==> src/fhv_pkg.sv <==
package fhv_pkg;

  localparam int unsigned HDR_BYTES = 12;
  localparam int unsigned QUEUE_DEPTH = 2;

  localparam logic [15:0] COUNT_MAX = 16'hFFFF;

  localparam logic [2:0] VERDICT_OK        = 3'd0;
  localparam logic [2:0] VERDICT_SHORT     = 3'd1;
  localparam logic [2:0] VERDICT_OVERSIZE  = 3'd2;
  localparam logic [2:0] VERDICT_MAGIC     = 3'd3;
  localparam logic [2:0] VERDICT_COUNT0    = 3'd4;
  localparam logic [2:0] VERDICT_INDEX     = 3'd5;
  localparam logic [2:0] VERDICT_LAST      = 3'd6;
  localparam logic [2:0] VERDICT_STREAM    = 3'd7;

  localparam logic [1:0] CFG_MAGIC_VALUE       = 2'd0;
  localparam logic [1:0] CFG_MAX_LENGTH        = 2'd1;
  localparam logic [1:0] CFG_KEYFRAME_BIT      = 2'd2;
  localparam logic [1:0] CFG_LAST_FLAG_BIT     = 2'd3;

  typedef logic [HDR_BYTES-1:0][7:0] header_t;

  // one finished datagram handed from front to back
  typedef struct packed {
    logic [15:0] len;
    logic [2:0]  early_verdict;
    header_t     hdr;
  } job_t;

  typedef struct packed {
    logic full;
    logic empty;
  } queue_status_t;

endpackage

==> src/fragment_header_validator.sv <==
// Takes one byte beat per cycle while in_stall is low; no bubbles between datagrams.
// The verdict follows the final byte beat through front capture into a two-entry
// queue, then through the registered check stage.
// Input stalls only while the queue is full, which happens only when the output side stalls.
// Synchronous active-low reset clears byte count, queue and output valid;
// configuration resets to magic 0, max length 1400, keyframe bit 0, last bit 1.
module fragment_header_validator (
  input  logic        clk,
  input  logic        rst_n,
  input  logic        in_valid,
  output logic        in_stall,
  input  logic [7:0]  in_data_byte,
  input  logic        in_final_byte,
  output logic        out_valid,
  input  logic        out_stall,
  output logic [2:0]  out_verdict,
  output logic        out_keyframe,
  output logic        out_last_flag,
  output logic        out_stream,
  output logic [31:0] out_seq_num,
  output logic [15:0] out_part_index,
  output logic [15:0] out_part_total,
  output logic [15:0] out_payload_length,
  input  logic        cfg_write,
  input  logic [1:0]  cfg_index,
  input  logic [15:0] cfg_data
);
  import fhv_pkg::*;

  logic [7:0]    magic_r;
  logic [15:0]   max_len_r;
  logic [2:0]    key_bit_r;
  logic [2:0]    last_bit_r;

  logic          push;
  logic          pop;
  job_t          push_job;
  job_t          head_job;
  queue_status_t status;

  always_ff @(posedge clk) begin
    if (!rst_n) begin
      magic_r    <= 8'd0;
      max_len_r  <= 16'd1400;
      key_bit_r  <= 3'd0;
      last_bit_r <= 3'd1;
    end else if (cfg_write) begin
      case (cfg_index)
        CFG_MAGIC_VALUE:       magic_r    <= cfg_data[7:0];
        CFG_MAX_LENGTH:        max_len_r  <= cfg_data;
        CFG_KEYFRAME_BIT:      key_bit_r  <= cfg_data[2:0];
        CFG_LAST_FLAG_BIT:     last_bit_r <= cfg_data[2:0];
        default: ;
      endcase
    end
  end

  fhv_front u_front (
    .clk           (clk),
    .rst_n         (rst_n),
    .in_valid      (in_valid),
    .in_data_byte  (in_data_byte),
    .in_final_byte (in_final_byte),
    .in_stall      (in_stall),
    .magic_value   (magic_r),
    .max_length    (max_len_r),
    .queue_full    (status.full),
    .push          (push),
    .push_job      (push_job)
  );

  fhv_queue u_queue (
    .clk      (clk),
    .rst_n    (rst_n),
    .push     (push),
    .push_job (push_job),
    .pop      (pop),
    .head_job (head_job),
    .status   (status)
  );

  fhv_back u_back (
    .clk                (clk),
    .rst_n              (rst_n),
    .head_job           (head_job),
    .status             (status),
    .pop                (pop),
    .keyframe_bit       (key_bit_r),
    .last_flag_bit      (last_bit_r),
    .out_valid          (out_valid),
    .out_stall          (out_stall),
    .out_verdict        (out_verdict),
    .out_keyframe       (out_keyframe),
    .out_last_flag      (out_last_flag),
    .out_stream         (out_stream),
    .out_seq_num        (out_seq_num),
    .out_part_index     (out_part_index),
    .out_part_total     (out_part_total),
    .out_payload_length (out_payload_length)
  );

endmodule

==> src/fhv_front.sv <==
module fhv_front (
  input  logic                clk,
  input  logic                rst_n,
  input  logic                in_valid,
  input  logic [7:0]          in_data_byte,
  input  logic                in_final_byte,
  output logic                in_stall,
  input  logic [7:0]          magic_value,
  input  logic [15:0]         max_length,
  input  logic                queue_full,
  output logic                push,
  output fhv_pkg::job_t       push_job
);
  import fhv_pkg::*;

  logic [15:0] count_r, count_nxt;
  header_t     hdr_r, hdr_nxt;
  logic [15:0] len;
  logic        accept;

  assign in_stall = queue_full;
  assign accept   = in_valid & ~in_stall;
  assign len      = (count_r == COUNT_MAX) ? count_r : count_r + 16'd1;

  always_comb begin
    hdr_nxt = hdr_r;
    for (int i = 0; i < HDR_BYTES; i++) begin
      if (count_r == 16'(i)) begin
        hdr_nxt[i] = in_data_byte;
      end
    end
  end

  always_comb begin
    count_nxt = count_r;
    if (accept) begin
      count_nxt = in_final_byte ? 16'd0 : len;
    end
  end

  always_comb begin
    push_job.len = len;
    push_job.hdr = hdr_nxt;
    if (len < 16'(HDR_BYTES)) begin
      push_job.early_verdict = VERDICT_SHORT;
    end else if (len > max_length) begin
      push_job.early_verdict = VERDICT_OVERSIZE;
    end else if (hdr_r[0] != magic_value) begin
      push_job.early_verdict = VERDICT_MAGIC;
    end else begin
      push_job.early_verdict = VERDICT_OK;
    end
  end

  assign push = accept & in_final_byte;

  always_ff @(posedge clk) begin
    if (!rst_n) begin
      count_r <= '0;
    end else begin
      count_r <= count_nxt;
    end
  end

  always_ff @(posedge clk) begin
    if (accept) begin
      hdr_r <= hdr_nxt;
    end
  end

endmodule

==> src/fhv_queue.sv <==
module fhv_queue (
  input  logic                  clk,
  input  logic                  rst_n,
  input  logic                  push,
  input  fhv_pkg::job_t         push_job,
  input  logic                  pop,
  output fhv_pkg::job_t         head_job,
  output fhv_pkg::queue_status_t status
);
  import fhv_pkg::*;

  job_t        entry_r [QUEUE_DEPTH];
  logic        wr_ptr_r, wr_ptr_nxt;
  logic        rd_ptr_r, rd_ptr_nxt;
  logic [1:0]  used_r, used_nxt;

  assign status.full  = (used_r == 2'(QUEUE_DEPTH));
  assign status.empty = (used_r == 2'd0);
  assign head_job     = entry_r[rd_ptr_r];

  always_comb begin
    wr_ptr_nxt = push ? ~wr_ptr_r : wr_ptr_r;
    rd_ptr_nxt = pop ? ~rd_ptr_r : rd_ptr_r;
    used_nxt   = used_r + {1'b0, push} - {1'b0, pop};
  end

  always_ff @(posedge clk) begin
    if (!rst_n) begin
      wr_ptr_r <= 1'b0;
      rd_ptr_r <= 1'b0;
      used_r   <= 2'd0;
    end else begin
      wr_ptr_r <= wr_ptr_nxt;
      rd_ptr_r <= rd_ptr_nxt;
      used_r   <= used_nxt;
    end
  end

  always_ff @(posedge clk) begin
    if (push) begin
      entry_r[wr_ptr_r] <= push_job;
    end
  end

endmodule

==> src/fhv_back.sv <==
module fhv_back (
  input  logic                  clk,
  input  logic                  rst_n,
  input  fhv_pkg::job_t         head_job,
  input  fhv_pkg::queue_status_t status,
  output logic                  pop,
  input  logic [2:0]            keyframe_bit,
  input  logic [2:0]            last_flag_bit,
  output logic                  out_valid,
  input  logic                  out_stall,
  output logic [2:0]            out_verdict,
  output logic                  out_keyframe,
  output logic                  out_last_flag,
  output logic                  out_stream,
  output logic [31:0]           out_seq_num,
  output logic [15:0]           out_part_index,
  output logic [15:0]           out_part_total,
  output logic [15:0]           out_payload_length
);
  import fhv_pkg::*;

  logic        valid_r;
  logic [2:0]  verdict_r, verdict_nxt;
  logic        keyframe_r, last_r, stream_r;
  logic [31:0] seq_r;
  logic [15:0] idx_r, cnt_r, plen_r;

  logic [7:0]  flags;
  logic [15:0] stream, idx, cnt;
  logic [31:0] seq;
  logic        last, want_last, ok;

  assign pop = ~status.empty & (~valid_r | ~out_stall);

  always_comb begin
    flags     = head_job.hdr[1];
    stream    = {head_job.hdr[2], head_job.hdr[3]};
    seq       = {head_job.hdr[4], head_job.hdr[5], head_job.hdr[6], head_job.hdr[7]};
    idx       = {head_job.hdr[8], head_job.hdr[9]};
    cnt       = {head_job.hdr[10], head_job.hdr[11]};
    last      = flags[last_flag_bit];
    want_last = (idx == cnt - 16'd1);
    if (head_job.early_verdict != VERDICT_OK) begin
      verdict_nxt = head_job.early_verdict;
    end else if (cnt == 16'd0) begin
      verdict_nxt = VERDICT_COUNT0;
    end else if (idx >= cnt) begin
      verdict_nxt = VERDICT_INDEX;
    end else if (last != want_last) begin
      verdict_nxt = VERDICT_LAST;
    end else if (stream > 16'd1) begin
      verdict_nxt = VERDICT_STREAM;
    end else begin
      verdict_nxt = VERDICT_OK;
    end
    ok = (verdict_nxt == VERDICT_OK);
  end

  always_ff @(posedge clk) begin
    if (!rst_n) begin
      valid_r <= 1'b0;
    end else if (pop) begin
      valid_r <= 1'b1;
    end else if (!out_stall) begin
      valid_r <= 1'b0;
    end
  end

  always_ff @(posedge clk) begin
    if (pop) begin
      verdict_r  <= verdict_nxt;
      keyframe_r <= ok & flags[keyframe_bit];
      last_r     <= ok & last;
      stream_r   <= ok & stream[0];
      seq_r      <= ok ? seq : 32'd0;
      idx_r      <= ok ? idx : 16'd0;
      cnt_r      <= ok ? cnt : 16'd0;
      plen_r     <= ok ? head_job.len - 16'(HDR_BYTES) : 16'd0;
    end
  end

  assign out_valid          = valid_r;
  assign out_verdict        = verdict_r;
  assign out_keyframe       = keyframe_r;
  assign out_last_flag      = last_r;
  assign out_stream         = stream_r;
  assign out_seq_num        = seq_r;
  assign out_part_index     = idx_r;
  assign out_part_total     = cnt_r;
  assign out_payload_length = plen_r;

endmodule
==> config.mk <==
export PLATFORM = sky130hd
export DESIGN_NAME = fragment_header_validator
export DESIGN_NICKNAME = d
export VERILOG_FILES = /design/src/fhv_pkg.sv /design/src/fragment_header_validator.sv /design/src/fhv_front.sv /design/src/fhv_queue.sv /design/src/fhv_back.sv
export SDC_FILE = /design/constraint.sdc
export NUM_CORES = 1
export LEC_CHECK = 0
export BUFFER_PORTS_ARGS = -buffer_cell sky130_fd_sc_hd__clkbuf_2
export CAP_MARGIN = 30
export CORE_MARGIN = 2
export CORE_UTILIZATION = 40
export CTS_CLUSTER_SIZE = 20
export DETAILED_ROUTE_END_ITERATION = 8
export PLACE_DENSITY = 0.58
export SLEW_MARGIN = 20
export SYNTH_ARGS = -nofsm -noshare
export SYNTH_HDL_FRONTEND = slang
export SYNTH_SLANG_ARGS = --single-unit
==> constraint.sdc <==
create_clock -name clk -period 9.65 [get_ports clk]
set_clock_uncertainty 0.15 [all_clocks]
set_input_delay 0.4825 -clock clk [delete_from_list [all_inputs] [get_ports clk]]
set_output_delay 0.4825 -clock clk [all_outputs]
set_load 0.005 [all_outputs]
==> results by group, run 1 <==
Status
  • Run status: finished clean

Job
  • Max cap viols: 0

CTS
  • Worst skew pair latency: 0.58 ns
  • CTS tree: built
  • H-tree depth: 2
  • Num CTS Buffers: 48
  • Setup bufs post-CTS: 0
  • Root Buffer: clkbuf_16
  • CTS sink cnt: 446
  • Clock transition at path regs: 0.06 ns
  • Max Buffers Root-to-Sink: 3

Logic synthesis
  • Count leader, synth: edfxtp_1
  • Area share of the largest cell type after synthesis: 0.605
  • Ys async rst share: 0
  • Synth top area cells: edfxtp_1 (60%), mux2_2 (6.0%), dfxtp_1 (5.3%)
  • Synth unique cells: 65
  • Syn Inst Count: 1,303
  • Post-synth EDFFs: 394
  • Syn_nets: 1,376
  • Cell area after synthesis: 19,600 um2
  • Ys Warns: 0
  • Sequential area share after synthesis: 0.658
  • Ys flop type: edfxtp_1
  • Yosys top cell by area: edfxtp_1
  • Mean area per synthesized cell: 15.0 um2
  • Top post-synthesis cells by count: edfxtp_1 (394), mux2_2 (104), mux2i_1 (94)
  • FF+latch count, synth: 446

Timing
  • Fmax: 171 MHz
  • Setup tns final: 0 ns
  • RSZ-0062 raised after global routing: no
  • Slew headroom: 0.350
  • Worst Max-Slew Pin Slew: 0.975 ns
  • Final Hold Fails: 0
  • Setup violations, final: 0
  • Max Slew Vio Count: 0
  • Crit path time final: 5.85 ns
  • Period utilization: 0.606

Detailed routing
  • Vias per inst: 5.28
  • DR pass1 iterations: 5
  • Initial drt markers: 811
  • Routed WL per cell: 20.6 um
  • DR vias: 11,000
  • Final WL: 43,000 um
  • Antenna Nets Post-Route: 0
  • DRC viols: 0

Power and ir drop
  • Internal: 4.06 mW
  • Sw Pwr: 1.57 mW
  • PwrDens: 250 nW/um2
  • Leak Pwr: 7.63 nW
  • Clock power frac: 0.328
  • Maximum VDD drop: 108 uV
  • Gate power share: 0.212
  • Reg power frac: 0.460
  • Switching share of power: 0.278

Worst setup path
  • Crit path DAT: 5.97 ns
  • Crit Path Max Fanout: 48
  • Critical path type: register to register
  • CP endpoint kind: register
  • Required @ worst endpoint: 9.77 ns
  • Worst Setup Start Kind: register

Cells and area
  • # diodes: 0
  • Fill cells: 4,294
  • Design Area, Final: 22,500 um2
  • P&R area growth vs syn: 15.1%
  • Fraction of layout cells with a size suffix above 1: 0.273
  • Nets: 1,510

GRT
  • Largest net degree at the start of global routing: 69
  • Grt ovf: 0
  • Vias in the first global route: 11,000
  • Initial antenna violation count: 2
  • Overall Global Routing Usage: 0.171
  • First-pass GRT wire length: 65,700 um

Die
  • Die area: 50,700 um2
  • Row Count: 81
  • Die Wd: 225 um
  • Core Region: 48,600 um2
  • Initial Util: 0.402
  • Io pins: 120
  • Die span in y: 225 um

Placed design
  • Placed Area: 20,800 um2
  • Detailed Place HPWL: 28,000 um
  • RePlAce Congestion: 0.873
  • PortBufs: 119

Min path
  • Worst min path class: primary input to register
[metrics by stage]
step	worst slack (ns)	utilization	power, mW	hold slack (ns)	std cells
floorplan	1.60	-	3.44	0.293	1303
global placement	3.75	0.426	3.79	0.311	1993
detailed placement	3.76	0.427	3.82	0.318	1995
CTS	3.75	0.461	5.68	0.0194	2089
global route	3.41	0.463	5.89	0.0602	2092
finish	3.80	0.463	5.62	0.0552	2092
[sequential cells by signal, summed over array words and instances, names as in the netlist, 16 cells and up, named ones only]
name,count
u_back.out_seq_num,32
u_front.count_r,16
u_queue.entry_r,212
max_len_r,16
u_back.out_payload_length,16
u_back.out_part_index,16
u_front.hdr_r,88
u_back.out_part_total,16
[final timing paths]
kind / from / to / slack, ns / cells after the start
worst max-delay path: register / u_back.out_part_index[1] / 3.80 / 14
worst min-delay path: cfg_data[6] / max_len_r[6] / 0.06 / 3
worst max register to register: register / u_back.out_part_index[1] / 3.80 / 14
worst min register to register: max_len_r[14] / max_len_r[14] / 0.32 / 2
[final cells by class]
class / count / area, um2 / area share
Clock buffer: 56 / 1250 / 0.0556
Clock inverter: 27 / 305 / 0.0136
Inverter: 35 / 133 / 0.00589
Multi-Input combinational cell: 759 / 6270 / 0.279
Sequential cell: 446 / 12900 / 0.572
Tap cell: 622 / 778 / 0.0346
Timing Repair Buffer: 147 / 898 / 0.0399
[cells in the final DEF (no fill, tap or decap), types with 8 or more instances in the layout]
cell type and n:
a21boi_0 12, a21oi_1 16, a22oi_1 11, and2_1 13, buf_4 13, clkbuf_16 49
clkbuf_2 119, clkinv_1 11, dfxtp_1 51, dlygate4sd3_1 11, edfxtp_1 394, ha_1 41
inv_1 34, mux2_2 104, mux2i_1 94, nand2_1 63, nand2b_1 8, nand3_1 9
nand4_1 13, nor2_1 25, nor2b_1 34, nor3_1 32, nor3_2 67, nor3b_1 12
nor4_1 16, o211ai_1 9, o21a_1 9, o21ai_0 23, xnor2_1 39, xor2_1 21
[metal layers]
metal	part of all wire	vias to the layer above	track usage	routed length, um
li1	-	5220	-	-
met1	0.47	5532	0.241	20100
met2	0.47	228	0.272	20100
met3	0.044	58	0.0261	1890
met4	0.022	0	0.0566	925
met5	0	-	0	0
[critical path, cell delays in order (launching register included)]
cell and delay, ns:
dfxtp_4 0.50, buf_4 0.49, buf_12 0.29, mux2i_1 0.44
ha_1 0.36, o21ai_0 0.17, or4_1 0.48, a2111oi_0 0.69
and3_1 0.29, nand4_1 0.13, a31oi_1 0.23, or3_4 0.39
buf_4 0.42, buf_16 0.31, nor3_1 0.11
[cells by family after synthesis]
| kind of cell | count (synthesis) | synth area share |
|---|---|---|
| xor+xnor | 60 | 0.0269 |
| compound gates | 116 | 0.0407 |
| buf+inv | 98 | 0.0235 |
| simple gates | 340 | 0.113 |
| mux | 202 | 0.112 |
| flops | 446 | 0.658 |
| fa+ha+maj | 41 | 0.0262 |
[repair_timing]
action | 4_1_cts | 5_1_grt
gates resized for setup | 0 | 0
hold endpoints to repair | 11 | 0
hold buffers | 11 | 0
[power by group through the flow]
stage | Combinational, mW | Clock [mW] | Sequential [mW]
after floorplan | 0.795 | 0 | 2.64
after global placement | 1.16 | 0 | 2.63
after detailed placement | 1.18 | 0 | 2.64
after CTS | 1.19 | 1.89 | 2.60
after global routing | 1.31 | 1.96 | 2.61
final | 1.19 | 1.84 | 2.59
No activity file was read; power rests on OpenSTA's default activity.
==> inputs of run 2 (changes only) <==
--- a/config.mk
+++ b/config.mk
@@ -11,7 +11,7 @@
 export CORE_UTILIZATION = 40
 export CTS_CLUSTER_SIZE = 20
 export DETAILED_ROUTE_END_ITERATION = 8
-export PLACE_DENSITY = 0.58
+export PLACE_DENSITY = 0.6
 export SLEW_MARGIN = 20
 export SYNTH_ARGS = -nofsm -noshare
 export SYNTH_HDL_FRONTEND = slang
==> constraint.sdc (replaced) <==
create_clock -name clk -period 4.73 [get_ports clk]
set_clock_uncertainty 0.15 [all_clocks]
set_input_delay 0.2365 -clock clk [delete_from_list [all_inputs] [get_ports clk]]
set_output_delay 0.2365 -clock clk [all_outputs]
set_load 0.005 [all_outputs]
==> run 2 against run 1 <==
Critical path type unchanged. Clock power is 88% higher. Largest power group unchanged. Final area rose by 1.5%. Via count increased by 1.8%. Sequential share of layout area down 0.83 points. Critical endpoint is now u_back.out_seq_num[4].
==> results by group, run 2 (synthesis results as in run 1) <==
Status
  • Run status: finished clean

Detailed routing
  • DRC viols: 0
  • Vias per inst: 5.24
  • Initial drt markers: 749
  • DR vias: 11,200
  • Routed WL per cell: 20.3 um
  • DR pass1 iterations: 5
  • Final WL: 43,500 um
  • Antenna Nets Post-Route: 0

Timing
  • Max Slew Vio Count: 0
  • Final Hold Fails: 0
  • RSZ-0062 raised after global routing: no
  • Worst Max-Slew Pin Slew: 0.924 ns
  • Setup tns final: 0 ns
  • Crit path time final: 4.48 ns
  • Fmax: 223 MHz
  • Setup violations, final: 0
  • Period utilization: 0.948
  • Slew headroom: 0.384

Job
  • Max cap viols: 0

CTS
  • CTS tree: built
  • Setup bufs post-CTS: 0
  • Worst skew pair latency: 0.59 ns
  • Root Buffer: clkbuf_16
  • Num CTS Buffers: 47
  • Clock transition at path regs: 0.06 ns
  • CTS sink cnt: 446
  • Max Buffers Root-to-Sink: 3
  • H-tree depth: 2

Placed design
  • PortBufs: 119
  • Detailed Place HPWL: 28,400 um
  • RePlAce Congestion: 0.835
  • Placed Area: 21,100 um2

Die
  • Initial Util: 0.402
  • Io pins: 120
  • Core Region: 48,600 um2
  • Die Wd: 225 um
  • Die area: 50,700 um2
  • Row Count: 81
  • Die span in y: 225 um

Cells and area
  • Commonest non-fill, non-tap cell in the layout: edfxtp_1
  • Fraction of layout cells with a size suffix above 1: 0.288
  • Nets: 1,558
  • Most frequent cells in the layout: edfxtp_1 (394), clkbuf_2 (119), mux2_2 (104)
  • Top reg by flops: u_queue.entry_r
  • Design Area, Final: 22,800 um2
  • Max reg flops: 212
  • P&R area growth vs syn: 16.8%

GRT
  • Overall Global Routing Usage: 0.169
  • Met3 Resource Use GR: 0.0308
  • Met2 Use GR: 0.270
  • First-pass GRT wire length: 64,800 um
  • GR peak layer: met2
  • Largest net degree at the start of global routing: 65
  • Met1 Usage GRT: 0.237
  • Grt ovf: 0
  • Vias in the first global route: 10,900
  • Initial antenna violation count: 1

Power and ir drop
  • PwrDens: 496 nW/um2
  • Leak Pwr: 7.81 nW
  • Internal: 8.10 mW
  • Sw Pwr: 3.24 mW
  • Reg power frac: 0.470
  • Maximum VDD drop: 261 uV
  • Gate power share: 0.225
  • Switching share of power: 0.286
  • Clock power frac: 0.305

Worst setup path
  • Worst-path cell chain: buf_4, mux2i_4, inv_1, ha_1, nor2b_1, o21ai_0, a41oi_1, a21oi_1, or2_2, or4_1, and4b_4, or3_4, buf_12, nor3_2
  • CP endpoint: u_back.out_seq_num[4]
  • R2R depth: 14
  • Worst Setup Start Kind: register
  • Required @ worst endpoint: 4.99 ns
  • CP endpoint kind: register
  • Internal reg-to-reg setup slack: 0.25 ns
  • Crit path DAT: 4.74 ns
  • Reg2reg end: u_back.out_seq_num[4]
  • Slowest CP cell: dfxtp_4
  • Critical path type: register to register
  • Crit-path max cell delay: 0.60 ns
  • Crit Path Max Fanout: 30

Min path
  • Worst min path class: primary input to register
[run 2: layout make-up]
| cell class | instances | area [um2] |
|---|---|---|
| inverters | 35 | 135 |
| fillers | 4224 | 25800 |
| flip-flops and latches | 446 | 12900 |
| clock inverters | 28 | 214 |
| diodes | 1 | 2.50 |
| multi-input cells | 760 | 6310 |
| well taps | 622 | 778 |
| repair buffers | 195 | 1320 |
| clock buffers | 57 | 1210 |
[run 2: how the worst min path moves through the flow]
stage | startpoint | end | slack (ns) | cells after the start
after floorplan | in_data_byte[7] | register | 0.19 | 0
after global placement | max_len_r[7] | max_len_r[7] | 0.31 | 2
after detailed placement | max_len_r[7] | max_len_r[7] | 0.32 | 2
after CTS | in_data_byte[2] | register | 0.01 | 1
after global routing | in_data_byte[2] | register | 0.02 | 1
final | in_data_byte[2] | register | 0.03 | 1
[run 2: layer usage]
layer	share of wire	vias to the layer above	wire, um
met4	0.020	0	872
met5	0	-	0
met1	0.46	5593	20200
li1	-	5323	-
met2	0.47	256	20300
met3	0.049	60	2130
[run 2: critical path, delay by kind of cell, from the launching register on]
family	cells	cell delay [ns]
DFF	1	0.60
buffers and inverters	3	0.52
and+or+nand+nor	6	1.93
AOI/OAI and AO/OA	3	0.48
muxes	1	0.28
adders and majority gates	1	0.30
[run 2: power by group through the flow]
stage / combinational (mW) / clock (mW) / sequential (mW)
detailed placement: 2.54 / 0 / 5.42
global placement: 2.50 / 0 / 5.41
finish: 2.55 / 3.46 / 5.32
floorplan: 1.66 / 0 / 5.35
CTS: 2.57 / 3.56 / 5.34
global route: 2.80 / 3.71 / 5.38
[run 2: stage by stage]
stage	worst slack, ns	hold WS (ns)	instances	total power [mW]	utilization
global placement	0.269	0.311	2031	7.91	0.434
finish	0.246	0.0255	2144	11.3	0.470
CTS	0.0592	0.0128	2141	11.5	0.469
detailed placement	0.116	0.315	2031	7.96	0.434
global route	0.00249	0.0207	2143	11.9	0.470
floorplan	0.0247	0.185	1303	7.01	-
[run 2: repair_timing]
item,4_1_cts,5_1_grt
hold buffers,25,0
endpoints found under the setup margin,0,70
gates resized for setup,0,4
hold endpoints to repair,32,0
==> inputs of run 3 (changes only) <==
--- a/config.mk
+++ b/config.mk
@@ -6,12 +6,12 @@
 export NUM_CORES = 1
 export LEC_CHECK = 0
 export BUFFER_PORTS_ARGS = -buffer_cell sky130_fd_sc_hd__clkbuf_2
-export CAP_MARGIN = 30
+export CAP_MARGIN = 10
 export CORE_MARGIN = 2
 export CORE_UTILIZATION = 40
 export CTS_CLUSTER_SIZE = 20
 export DETAILED_ROUTE_END_ITERATION = 8
-export PLACE_DENSITY = 0.6
+export PLACE_DENSITY = 0.58
 export SLEW_MARGIN = 20
 export SYNTH_ARGS = -nofsm -noshare
 export SYNTH_HDL_FRONTEND = slang
==> constraint.sdc (replaced) <==
create_clock -name clk -period 5.8 [get_ports clk]
set_clock_uncertainty 0.15 [all_clocks]
set_input_delay 0.29 -clock clk [delete_from_list [all_inputs] [get_ports clk]]
set_output_delay 0.29 -clock clk [all_outputs]
set_load 0.005 [all_outputs]
==> run 3 against run 2 <==
Via count decreased by 0.20%. Register-to-register slack improved by 0.65 ns. Setup slack improved by 0.65 ns. Critical path depth decreased by 3. Hold slack improved by 0.048 ns. Non-clock buffer count decreased by 40. Clock power decreased by 14%. Global-route usage increased by 0.41 points. Sequential cell count unchanged. Fmax decreased by 8.6%. Largest cell class unchanged. Highest routed layer unchanged.
==> results by group, run 3 (synthesis results as in run 1) <==
Die
  • Die span in y: 225 um
  • Initial Util: 0.402
  • Die area: 50,700 um2
  • Io pins: 120
  • Core Region: 48,600 um2
  • Row Count: 81
  • Die Wd: 225 um

Timing
  • Final Hold Fails: 0
  • Setup tns final: 0 ns
  • RSZ-0062 raised after global routing: no
  • Worst Max-Slew Pin Slew: 1.07 ns
  • Slew headroom: 0.285
  • Fmax: 204 MHz
  • Max Slew Vio Count: 0
  • Setup violations, final: 0
  • Crit path time final: 4.91 ns
  • Period utilization: 0.846

CTS
  • Num CTS Buffers: 49
  • # resized after CTS: 0
  • H-tree depth: 2
  • Clock transition at path regs: 0.06 ns
  • CTS tree: built
  • Setup bufs post-CTS: 0
  • Worst skew pair latency: 0.57 ns
  • CTS sink cnt: 446
  • Root Buffer: clkbuf_16
  • Hold Buf Count CTS: 17
  • Max Buffers Root-to-Sink: 3

Detailed routing
  • DR pass1 iterations: 5
  • Antenna Nets Post-Route: 0
  • Met1 Wirelength: 20,700 um
  • Highest routed metal layer: met4
  • Met2 wire length: 19,600 um
  • Routed WL per cell: 20.6 um
  • DR WL met3: 2150 um
  • DR vias: 11,200
  • Initial drt markers: 950
  • Vias per inst: 5.33
  • DRC viols: 0
  • Final WL: 43,300 um

Worst setup path
  • Crit-path max cell delay: 0.87 ns
  • Critical path type: register to register
  • Worst-path cell chain: mux2i_1, ha_1, o21ai_0, or4_1, a2111oi_0, o21a_1, nand4_1, and4b_4, or3_4, buf_12, nor3b_1
  • Worst Setup Start Kind: register
  • Crit path DAT: 5.15 ns
  • CP top delay family: simple AND/OR/NAND/NOR gates
  • Internal reg-to-reg setup slack: 0.89 ns
  • Required @ worst endpoint: 6.04 ns
  • Reg2reg end: u_back.out_part_index[2]
  • Crit Path Max Fanout: 64
  • WP buf/inv: 1
  • CP endpoint kind: register
  • Slowest CP cell: dfxtp_4
  • R2R depth: 11

Cells and area
  • Final core occ: 0.463
  • P&R area growth vs syn: 15.1%
  • Most frequent cells in the layout: edfxtp_1 (394), clkbuf_2 (119), mux2_2 (104)
  • Max reg flops: 212
  • Design Area, Final: 22,500 um2
  • # diodes: 0
  • Top reg by flops: u_queue.entry_r
  • Commonest non-fill, non-tap cell in the layout: edfxtp_1
  • Nets: 1,519
  • Fraction of layout cells with a size suffix above 1: 0.270

Power and ir drop
  • Gate power share: 0.207
  • Clock power frac: 0.320
  • PwrDens: 411 nW/um2
  • Leak Pwr: 7.64 nW
  • Switching share of power: 0.282
  • Maximum VDD drop: 232 uV
  • Pwr Total: 9.26 mW
  • Sw Pwr: 2.62 mW
  • Reg power frac: 0.473
  • Internal: 6.65 mW

GRT
  • Initial antenna violation count: 1
  • Vias in the first global route: 11,100
  • Grt ovf: 0
  • First-pass GRT wire length: 66,400 um
  • Largest net degree at the start of global routing: 108
  • Overall Global Routing Usage: 0.173

Job
  • Max cap viols: 0

Min path
  • Hold Startpoint: in_final_byte
  • Hold worst-path end: u_front.count_r[3]
  • Worst Hold Depth: 3
  • Worst min path class: primary input to register

Placed design
  • Placed Area: 20,800 um2
  • PortBufs: 119
  • Detailed Place HPWL: 28,100 um
  • RePlAce Congestion: 0.882

Status
  • Run status: finished clean
run 3: cell types whose count changed in the layout (fill, tap and decap cells not counted), moves of 2 or more:
cell / before / now
inv_6: 3 / 0
buf_12: 7 / 3
dlygate4sd3_1: 25 / 17
clkbuf_1: 10 / 17
clkbuf_16: 47 / 49
mux2i_1: 92 / 94
clkinv_2: 8 / 5
clkinv_1: 13 / 10
buf_4: 44 / 15
run 3: final cells by class:
class	count	area, um2
fillers	4282	26100
clock inverters	20	193
well taps	622	778
multi-input cells	759	6270
inverters	35	133
clock buffers	68	1310
repair buffers	155	950
flip-flops and latches	446	12900
run 3: worst max path at each step:
stage	slack (ns)	depth (start not counted)	end	start
after floorplan	0.19	21	u_back.out_part_index[5]	register
after global placement	0.96	11	u_back.out_seq_num[1]	register
after detailed placement	0.92	11	u_back.out_part_index[2]	register
after CTS	0.90	11	u_back.out_part_index[2]	register
after global routing	0.45	11	u_back.out_part_index[3]	register
final	0.89	11	u_back.out_part_index[2]	register
run 3: per-layer routing:
layer,vias up,track usage
met3,68,0.0287
met1,5628,0.249
met5,-,0
met2,269,0.266
met4,0,0.0551
li1,5245,-
run 3: tightest hold or removal path, stage by stage:
cell and delay [ns]:
clkbuf_2 0.23, or4_1 0.15, a21boi_0 0.07
run 3: power groups by stage:
stage | sequential (mW) | clock [mW] | combinational (mW)
after floorplan | 4.37 | 0 | 1.33
after global placement | 4.45 | 0 | 1.92
after detailed placement | 4.45 | 0 | 1.94
after CTS | 4.39 | 3.04 | 1.96
after global routing | 4.43 | 3.15 | 2.12
final | 4.38 | 2.97 | 1.92
run 3: per-stage QoR:
stage          instances  hold slack [ns]  worst slack (ns)
6_report            2105           0.0737             0.895
3_5_place_dp        2000            0.317             0.921
4_1_cts             2105           0.0322             0.897
2_1_floorplan       1303            0.239             0.190
5_1_grt             2105           0.0954             0.451
3_3_place_gp        2000            0.311             0.955
